File: src/hw/rtl/f32mm_pkg.sv
// Shared types, constants and helpers for the binary32 row matrix multiplier.
`default_nettype none
package f32mm_pkg;

  localparam int CFG_W     = 7;
  localparam int CFG_IDX_W = 1;
  localparam int NACC      = 16;

  localparam logic [CFG_IDX_W-1:0] CFG_INNER_LEN = 1'b0;
  localparam logic [CFG_IDX_W-1:0] CFG_OUT_COLS  = 1'b1;

  localparam logic OP_LOAD = 1'b0;
  localparam logic OP_A    = 1'b1;

  localparam logic [6:0] INNER_LEN_RST = 7'd16;
  localparam logic [4:0] OUT_COLS_RST  = 5'd16;

  localparam logic [31:0] QNAN32 = 32'h7FC0_0000;
  localparam logic [31:0] INF32  = 32'h7F80_0000;

  typedef struct packed {
    logic take;
    logic start;
    logic issue;
    logic emit;
    logic clear;
  } cmd_t;

  typedef struct packed {
    logic item_valid;
    logic a_hit;
    logic issue_last;
    logic row_end;
    logic pipe_busy;
    logic out_free;
    logic emit_last;
  } sts_t;

  // position of the highest set bit, 0 for a zero word
  function automatic logic [5:0] lead64(input logic [63:0] v);
    logic [5:0] r;
    r = '0;
    for (int i = 1; i < 64; i++) begin
      if (v[i]) r = 6'(i);
    end
    return r;
  endfunction

endpackage
`default_nettype wire

File: src/hw/rtl/f32mm_ctrl.sv
// Controller: sequences accept, column issue, drain and row emission.
`default_nettype none
module f32mm_ctrl import f32mm_pkg::*; (
  input  logic clk,
  input  logic rst,
  input  sts_t sts,
  output cmd_t cmd
);
  typedef enum logic [3:0] {
    ST_IDLE  = 4'b0001,
    ST_ISSUE = 4'b0010,
    ST_DRAIN = 4'b0100,
    ST_EMIT  = 4'b1000
  } state_t;

  state_t state, state_next;

  always_ff @(posedge clk) begin
    if (rst) begin
      state <= ST_IDLE;
    end else begin
      state <= state_next;
    end
  end

  always_comb begin
    state_next = state;
    cmd        = '0;
    case (state)
      ST_IDLE: begin
        cmd.take = 1'b1;
        if (sts.item_valid && sts.a_hit) begin
          cmd.start  = 1'b1;
          state_next = ST_ISSUE;
        end
      end
      ST_ISSUE: begin
        cmd.issue = 1'b1;
        if (sts.issue_last) state_next = ST_DRAIN;
      end
      ST_DRAIN: begin
        if (!sts.pipe_busy) state_next = sts.row_end ? ST_EMIT : ST_IDLE;
      end
      ST_EMIT: begin
        if (sts.out_free) begin
          cmd.emit = 1'b1;
          if (sts.emit_last) begin
            cmd.clear  = 1'b1;
            state_next = ST_IDLE;
          end
        end
      end
      default: state_next = ST_IDLE;
    endcase
  end
endmodule
`default_nettype wire

File: config.mk
export PLATFORM = sky130hd
export DESIGN_NAME = f32mm_ctrl
export DESIGN_NICKNAME = d
export VERILOG_FILES = /design/src/hw/rtl/f32mm_pkg.sv /design/src/hw/rtl/f32mm_ctrl.sv
export SDC_FILE = /design/constraint.sdc
export NUM_CORES = 1
export LEC_CHECK = 0
export BUFFER_PORTS_ARGS = -buffer_cell sky130_fd_sc_hd__buf_2
export CAP_MARGIN = 40
export CELL_PAD_IN_SITES_DETAIL_PLACEMENT = 0
export CELL_PAD_IN_SITES_GLOBAL_PLACEMENT = 1
export CORE_AREA = 8 8 45 47
export CTS_BUF_LIST = sky130_fd_sc_hd__clkbuf_16
export DETAILED_ROUTE_END_ITERATION = 8
export DIE_AREA = 0 0 53 55
export PLACE_DENSITY_LB_ADDON = 0.3
export SLEW_MARGIN = 5
export SYNTH_ARGS = -nofsm -noshare
export SYNTH_HDL_FRONTEND = slang
export SYNTH_SLANG_ARGS = --single-unit
File: constraint.sdc
create_clock -name clk -period 1.6 [get_ports clk]
set_input_delay 0.16 -clock clk [delete_from_list [all_inputs] [get_ports clk]]
set_output_delay 0.16 -clock clk [all_outputs]
set_load 0.005 [all_outputs]
==> results.toml, run 1 <==
[setup_path]
reg2reg_depth = 3
start_kind = "flip-flop"
r2r_start = "state[1]"
worstSetupPathType = "reg -> out"
crit_path_end_kind = "output port"
rr_endpoint = "state[0]"
worstPathRequired_ns = 1.44
critPathMaxFanout = 9
arrival_ns = 1.37
reg2reg_slack_ns = 0.29

[route]
drt_wl_total_um = 868
vias = 335
route.detailed.wl_per_inst_um = 12.6
drc = 0
wl_met2_um = 371
ant_nets = 0
via_per_inst = 4.86
drt_iter0_drc = 0
wl_met3_um = 92
firstDrtPassIters = 1
wirelength_met1_um = 388
highest_layer = "met4"

[place]
dpl_cell_area_um2 = 383
io_buffers = 13
gp_congestion = 0.737
place_hpwl_um = 664

[clock_network]
hold_buffers = 0
clk_path_buf_depth = 2
root_buffer = "clkbuf_16"
clk_latency_ns = 0.23
h-tree-depth = 1
cts_tree = "done"
post_cts_buffers = 0
cts.sinks = 4
cts_made_buffers = 3
clk_pin_slew_ns = 0.03
postCtsResizedCells = 0

[floorplanning]
die_y_um = 55
die_area_um2 = 2920
io_pins = 14
std_cell_rows = 14
coreArea_um2 = 1380
start_util = 0.223
die_w_um = 53

[sta]
fmax_ghz = 0.652
finalMaxSlewViolations = 0
final-hold-violation-count = 0
max_slew_margin = 0.667
period_share = 0.958
tightest_slew_ns = 0.486
rsz0062_at_grt = "false"
setup-violations-final = 0
timing.hold.ws_ns = 0.123
fin_tns_setup_ns = 0
skew_ns = 0.00417
final.min_clock_period_ns = 1.53

[synth]
ys_seq_area_frac = 0.259
avgSynthCellArea_um2 = 8.13
netlist_area_um2 = 309
syn_nets = 47
ys_warn_count = 0
synth_seq_cells = 4
synthDistinctLibCells = 26
synth_cells = 38

[layout]
multi_input_area_um2 = 214
top_register = "state"
largest_reg_flops = 4
reg_top3 = "state x4"
layout.nets = 64
area.sequential_um2 = 83.8
final_common_cell = "buf_2"
drive_gt1_frac = 0.491
antennaDiodeCount = 0
num-fill-cells = 149
area_growth_syn_to_layout_pct = 53.0
design_area_um2 = 473

[global_routing]
track_usage = 0.0700
grt_pass1_wl_mm = 1.40
grt_pass1_vias = 331
grt_max_degree = 12
gr-total-overflow = 0
antenna_found_initial = 0

[min_path]
holdPathEnd = "state[1]"
hold_depth = 2
hold_class = "in -> reg"
hold_path_startpoint = "rst"

[run_status]
status = "complete, no violations"

[pwr]
power_density_nw_per_um2 = 1190
p_leak_nw = 0.224
peakVddDrop_mv = 0.749

[job]
drv_cap = 0
[Yosys cell counts]
library cell,n,share of area
a2111oi_0,1,0.028
a21boi_0,1,0.024
a21oi_1,3,0.049
a21oi_2,1,0.028
a311oi_1,1,0.028
and2_1,1,0.020
and3_2,1,0.024
buf_6,1,0.036
dfxtp_1,4,0.26
inv_1,3,0.036
inv_2,1,0.012
nand2_1,2,0.024
nand2b_1,1,0.020
nand3_1,1,0.016
nand3b_1,2,0.049
nand4_1,1,0.020
nor2_1,4,0.049
nor4b_2,1,0.049
o2111ai_1,1,0.028
o21a_1,1,0.024
o21ba_1,1,0.032
o31ai_1,1,0.024
or2_0,1,0.020
or3b_2,1,0.028
or4_1,1,0.024
or4b_4,1,0.045
[worst max-delay path: stages (launching register included)]
cell     delay (ns)
dfxtp_2        0.36
or4b_4         0.57
nor2_1         0.09
buf_2          0.12
[worst max path at each step]
| stage | cells after the start | end | start | slack, ns |
|---|---|---|---|---|
| after floorplan | 3 | state[0] | state[1] | 0.36 |
| after global placement | 3 | state[0] | state[2] | 0.24 |
| after detailed placement | 3 | state[3] | state[2] | 0.24 |
| after CTS | 3 | cmd[1] | state[2] | 0.03 |
| after global routing | 3 | cmd[0] | state[1] | 0.004 |
| final | 3 | cmd[0] | state[1] | 0.07 |
[area by class of cell]
type	instances	area share
tap	16	0.0423
timing repair buffer	13	0.138
inverter	4	0.0317
multi-input combinational	29	0.452
clock buffer	3	0.159
sequential	4	0.177
[kinds of logic (layout without fill, tap and decap cells)]
kind of cell           after synthesis  in the layout  synth area share
buffers and inverters                5             20            0.0850
AO/OA/AOI/OAI                       11             11             0.267
flip-flops                           4              4             0.259
AND/OR/NAND/NOR                     18             18             0.389
[power by group]
| group | switching [mW] | total [mW] | internal (mW) | leakage [nW] |
|---|---|---|---|---|
| clock network | 0.0751 | 0.395 | 0.320 | 0.0370 |
| registers | 0.0108 | 0.116 | 0.105 | 0.0340 |
| logic | 0.0241 | 0.0542 | 0.0301 | 0.153 |
| total | 0.110 | 0.565 | 0.455 | 0.224 |
[through the flow]
step	total power, mW	cells	utilization	setup WS, ns
floorplan	0.142	38	-	0.364
global placement	0.168	66	0.277	0.243
detailed placement	0.167	66	0.277	0.236
CTS	0.567	69	0.331	0.0298
global route	0.587	69	0.342	0.00363
finish	0.565	69	0.342	0.0670
[routing by layer]
| layer | track usage | vias up |
|---|---|---|
| met2 | 0.0977 | 11 |
| met1 | 0.0700 | 149 |
| li1 | - | 173 |
| met3 | 0.0535 | 2 |
| met5 | 0 | - |
| met4 | 0.0517 | 0 |
Power figures use the tool's default switching activity.
==> run 2: changes to the inputs <==
REMOVE_ABC_BUFFERS = 1   (was unset)
==> run 2 against run 1 <==
Compared with the run above:
- sequential cell count stayed put
- highest routed layer is now met3
- maximum frequency increased by 1.5%
- non-clock buffer count unchanged
- largest cell class unchanged
- clock skew shrank 0.0024 ns
- register-to-register slack improved by 0.02 ns
- cell count did not move
- clock power decreased by 3%
- critical path depth is the same
==> results.toml, run 2 (synthesis gave the netlist of run 1 again) <==
[pwr]
power_density_nw_per_um2 = 1190
p_int_mw = 0.451
finalPower_mw = 0.550
p_seq_frac = 0.209
comb_power_share = 0.092
clock_power_share = 0.699
switchingPower_mw = 0.0986
peakVddDrop_mv = 0.589
switching_share = 0.179
p_leak_nw = 0.213

[setup_path]
r2r_start = "state[1]"
rr_endpoint = "state[0]"
start_kind = "flip-flop"
critPathMaxFanout = 9
worstSetupPathType = "reg -> out"
arrival_ns = 1.35
reg2reg_slack_ns = 0.31
crit_path_end_kind = "output port"
reg2reg_depth = 3
worstPathRequired_ns = 1.44

[layout]
drive_gt1_frac = 0.472
area_growth_syn_to_layout_pct = 49.4
top_register = "state"
largest_reg_flops = 4
final_cell_count_no_fill = 69
final_common_cell = "buf_2"
fin_util = 0.334
layout.nets = 64
final_cell_mix = "13 x buf_2, 4 x nor2_1"
reg_top3 = "state x4"
antennaDiodeCount = 0

[place]
io_buffers = 13
gp_congestion = 0.669
place_hpwl_um = 648
place_ws_ns = 0.252
dp_cells = 66

[run_status]
status = "complete, no violations"

[sta]
max_slew_margin = 0.726
skew_ns = 0.00172
setup-violations-final = 0
tightest_slew_ns = 0.401
period_share = 0.944
final-hold-violation-count = 0
finalMaxSlewViolations = 0
fin_ws_ns = 0.0898
rsz0062_at_grt = "true"
fmax_ghz = 0.662
final.min_clock_period_ns = 1.51

[clock_network]
h-tree-depth = 1
post_cts_buffers = 0
root_buffer = "clkbuf_16"
cts_tree = "done"
clk_pin_slew_ns = 0.03
cts_made_buffers = 3
postCtsResizedCells = 0
cts.sinks = 4
hold_buffers = 0
clk_path_buf_depth = 2
clk_latency_ns = 0.22

[min_path]
hold_depth = 2
hold_class = "in -> reg"
holdPathEnd = "state[1]"
hold_path_startpoint = "rst"

[route]
drc = 0
drt_wl_total_um = 817
route.detailed.wl_per_inst_um = 11.8
vias = 337
ant_nets = 0
via_per_inst = 4.88
drt_iter0_drc = 5
firstDrtPassIters = 5

[floorplanning]
coreArea_um2 = 1380
die_w_um = 53
die_area_um2 = 2920
start_util = 0.223
die_y_um = 55
std_cell_rows = 14
io_pins = 14

[job]
drv_cap = 0

[global_routing]
antenna_found_initial = 0
gr-total-overflow = 0
grt_pass1_wl_mm = 1.28
grt_pass1_vias = 298
track_usage = 0.0612
grt_max_degree = 12
[run 2: cell types whose count changed in the layout (fill, tap and decap cells not counted)]
cell     delta
nor2_1      +1
nor2_2      -1
nor4b_2     +1
nor4b_4     -1
[run 2: metal layers]
metal | wire (um) | GRT usage | vias to the layer above
met5 | 0 | 0 | -
met4 | 0 | 0.0388 | 0
met3 | 66 | 0.0348 | 0
met2 | 417 | 0.0898 | 8
met1 | 332 | 0.0669 | 158
li1 | - | - | 171
[run 2: worst max path at each step]
stage / from / endpoint / slack [ns] / depth (start not counted)
2_1_floorplan: state[1] / state[0] / 0.36 / 3
3_3_place_gp: state[2] / cmd[1] / 0.26 / 3
3_5_place_dp: state[1] / state[0] / 0.25 / 3
4_1_cts: state[1] / cmd[1] / 0.03 / 3
5_1_grt: state[0] / cmd[3] / -0.03 / 4
6_report: state[1] / cmd[0] / 0.09 / 3
[run 2: through the flow]
step | hold slack (ns) | TNS, ns | instance area [um2]
2_1_floorplan | 0.229 | 0 | 298
3_3_place_gp | 0.371 | 0 | 383
3_5_place_dp | 0.372 | 0 | 383
4_1_cts | 0.141 | 0 | 458
5_1_grt | 0.147 | -0.0274 | 462
6_report | 0.132 | 0 | 462
[run 2: power groups by stage]
stage | registers [mW] | logic (mW) | clock network (mW)
finish | 0.115 | 0.0505 | 0.384
CTS | 0.114 | 0.0510 | 0.387
floorplan | 0.113 | 0.0276 | 0
global route | 0.117 | 0.0564 | 0.403
global placement | 0.116 | 0.0515 | 0
detailed placement | 0.116 | 0.0509 | 0
[run 2: critical path, stage by stage (launching register included)]
cell and delay (ns):
dfxtp_2 0.35, or4b_4 0.56, nor2_1 0.10, buf_2 0.12
[run 2: cell type report]
cell class              instances  area [um2]
inverters                       4        15.0
flip-flops and latches          4        83.8
fillers                       151         922
clock buffers                   3        75.1
multi-input cells              29         203
repair buffers                 13        65.1
well taps                      16        20.0
==> run 3: changes to the inputs <==
BUFFER_PORTS_ARGS = -buffer_cell sky130_fd_sc_hd__clkbuf_2   (was -buffer_cell sky130_fd_sc_hd__buf_2)
==> run 3 against run 2 <==
Compared with the run above:
- wire length increased by 0.37%
- utilization increased by 0.81 points
- worst setup slack got worse by 0.033 ns
- worst hold slack improved by 0.013 ns
- sequential share of layout area decreased by 0.43 points
- total power increased by 1.1%
- maximum frequency decreased by 2.1%
==> results.toml, run 3 (synthesis gave the netlist of run 1 again) <==
[layout]
antennaDiodeCount = 0
area_growth_syn_to_layout_pct = 53.0
layout.nets = 64
largest_reg_flops = 4
final_common_cell = "clkbuf_2"
top_register = "state"
num-fill-cells = 148
drive_gt1_frac = 0.491
reg_top3 = "state x4"

[sta]
fin_tns_setup_ns = 0
period_share = 0.964
final-hold-violation-count = 0
skew_ns = 0.00120
final.min_clock_period_ns = 1.54
tightest_slew_ns = 0.443
fin_ws_ns = 0.0570
setup-violations-final = 0
rsz0062_at_grt = "true"
finalMaxSlewViolations = 0
fmax_ghz = 0.648
max_slew_margin = 0.697

[setup_path]
cp.depth = 3
worstPathRequired_ns = 1.44
max_stage_delay_ns = 0.57
worstSetupPathType = "reg -> out"
crit_path_end_kind = "output port"
path_delay_family = "simple AND/OR/NAND/NOR gates"
reg2reg_depth = 3
slowest_stage = "or4b_4"
reg2reg_slack_ns = 0.32
critPathMaxFanout = 9
critPathBufInv = 1
crit_chain = "or4b_4 -> nor2_1 -> clkbuf_2"
arrival_ns = 1.38
start_kind = "flip-flop"
r2r_start = "state[1]"
rr_endpoint = "state[0]"

[pwr]
clock_power_share = 0.694
switching_share = 0.182
p_int_mw = 0.454
power_density_nw_per_um2 = 1170
comb_power_share = 0.097
peakVddDrop_mv = 0.704
switchingPower_mw = 0.101
p_seq_frac = 0.208
p_leak_nw = 0.223

[clock_network]
cts_tree = "done"
clk_pin_slew_ns = 0.03
postCtsResizedCells = 0
clk_latency_ns = 0.22
h-tree-depth = 1
post_cts_buffers = 0
cts_made_buffers = 3
root_buffer = "clkbuf_16"
cts.sinks = 4
hold_buffers = 0
clk_path_buf_depth = 2

[min_path]
hold_path_startpoint = "rst"
hold_depth = 2
hold_class = "in -> reg"
holdPathEnd = "state[1]"

[place]
gp_congestion = 0.670
place_ws_ns = 0.252
place_hpwl_um = 648
io_buffers = 13

[global_routing]
gr-total-overflow = 0
antenna_found_initial = 0
grt_max_degree = 12
grt_pass1_wl_mm = 1.25
track_usage = 0.0607
grt_pass1_vias = 306

[route]
ant_nets = 0
firstDrtPassIters = 3
route.detailed.wl_per_inst_um = 11.9
drt_wl_total_um = 820
drc = 0
via_per_inst = 4.90
vias = 338
drt_iter0_drc = 3

[floorplanning]
die_area_um2 = 2920
std_cell_rows = 14
start_util = 0.223
coreArea_um2 = 1380
die_y_um = 55
io_pins = 14
die_w_um = 53

[run_status]
status = "complete, no violations"

[job]
drv_cap = 0
-- run 3: routing by layer --
metal	wire, um	track usage	up-vias
li1	-	-	171
met1	321	0.0562	157
met2	410	0.0918	6
met3	57	0.0241	4
met4	30	0.0776	0
met5	0	0	-
-- run 3: power by group through the flow --
stage | Clock [mW] | Sequential, mW | Combinational [mW]
after detailed placement | 0 | 0.116 | 0.0512
after CTS | 0.391 | 0.115 | 0.0515
after floorplan | 0 | 0.113 | 0.0276
final | 0.386 | 0.116 | 0.0540
after global routing | 0.399 | 0.118 | 0.0606
after global placement | 0 | 0.116 | 0.0517
-- run 3: how the worst max path moves through the flow --
stage | startpoint | to | slack [ns]
floorplan | state[1] | state[0] | 0.36
global placement | state[2] | cmd[0] | 0.26
detailed placement | state[1] | cmd[1] | 0.25
CTS | state[1] | cmd[0] | 0.007
global route | state[1] | cmd[0] | -0.007
finish | state[1] | cmd[1] | 0.06
-- run 3: stage by stage --
stage,utilization,cell area (um2),hold WS [ns],instances,power (mW)
floorplan,-,298,0.229,37,0.141
global placement,0.277,383,0.376,66,0.168
detailed placement,0.277,383,0.385,66,0.167
CTS,0.331,458,0.151,69,0.557
global route,0.342,473,0.153,69,0.577
finish,0.342,473,0.145,69,0.556
-- run 3: cell type report --
type	count	area (um2)	area share
Multi-Input combinational cell	29	214	0.452
Clock buffer	3	75.1	0.159
Inverter	4	15.0	0.0317
Sequential cell	4	83.8	0.177
Timing Repair Buffer	13	65.1	0.138
Tap cell	16	20.0	0.0423
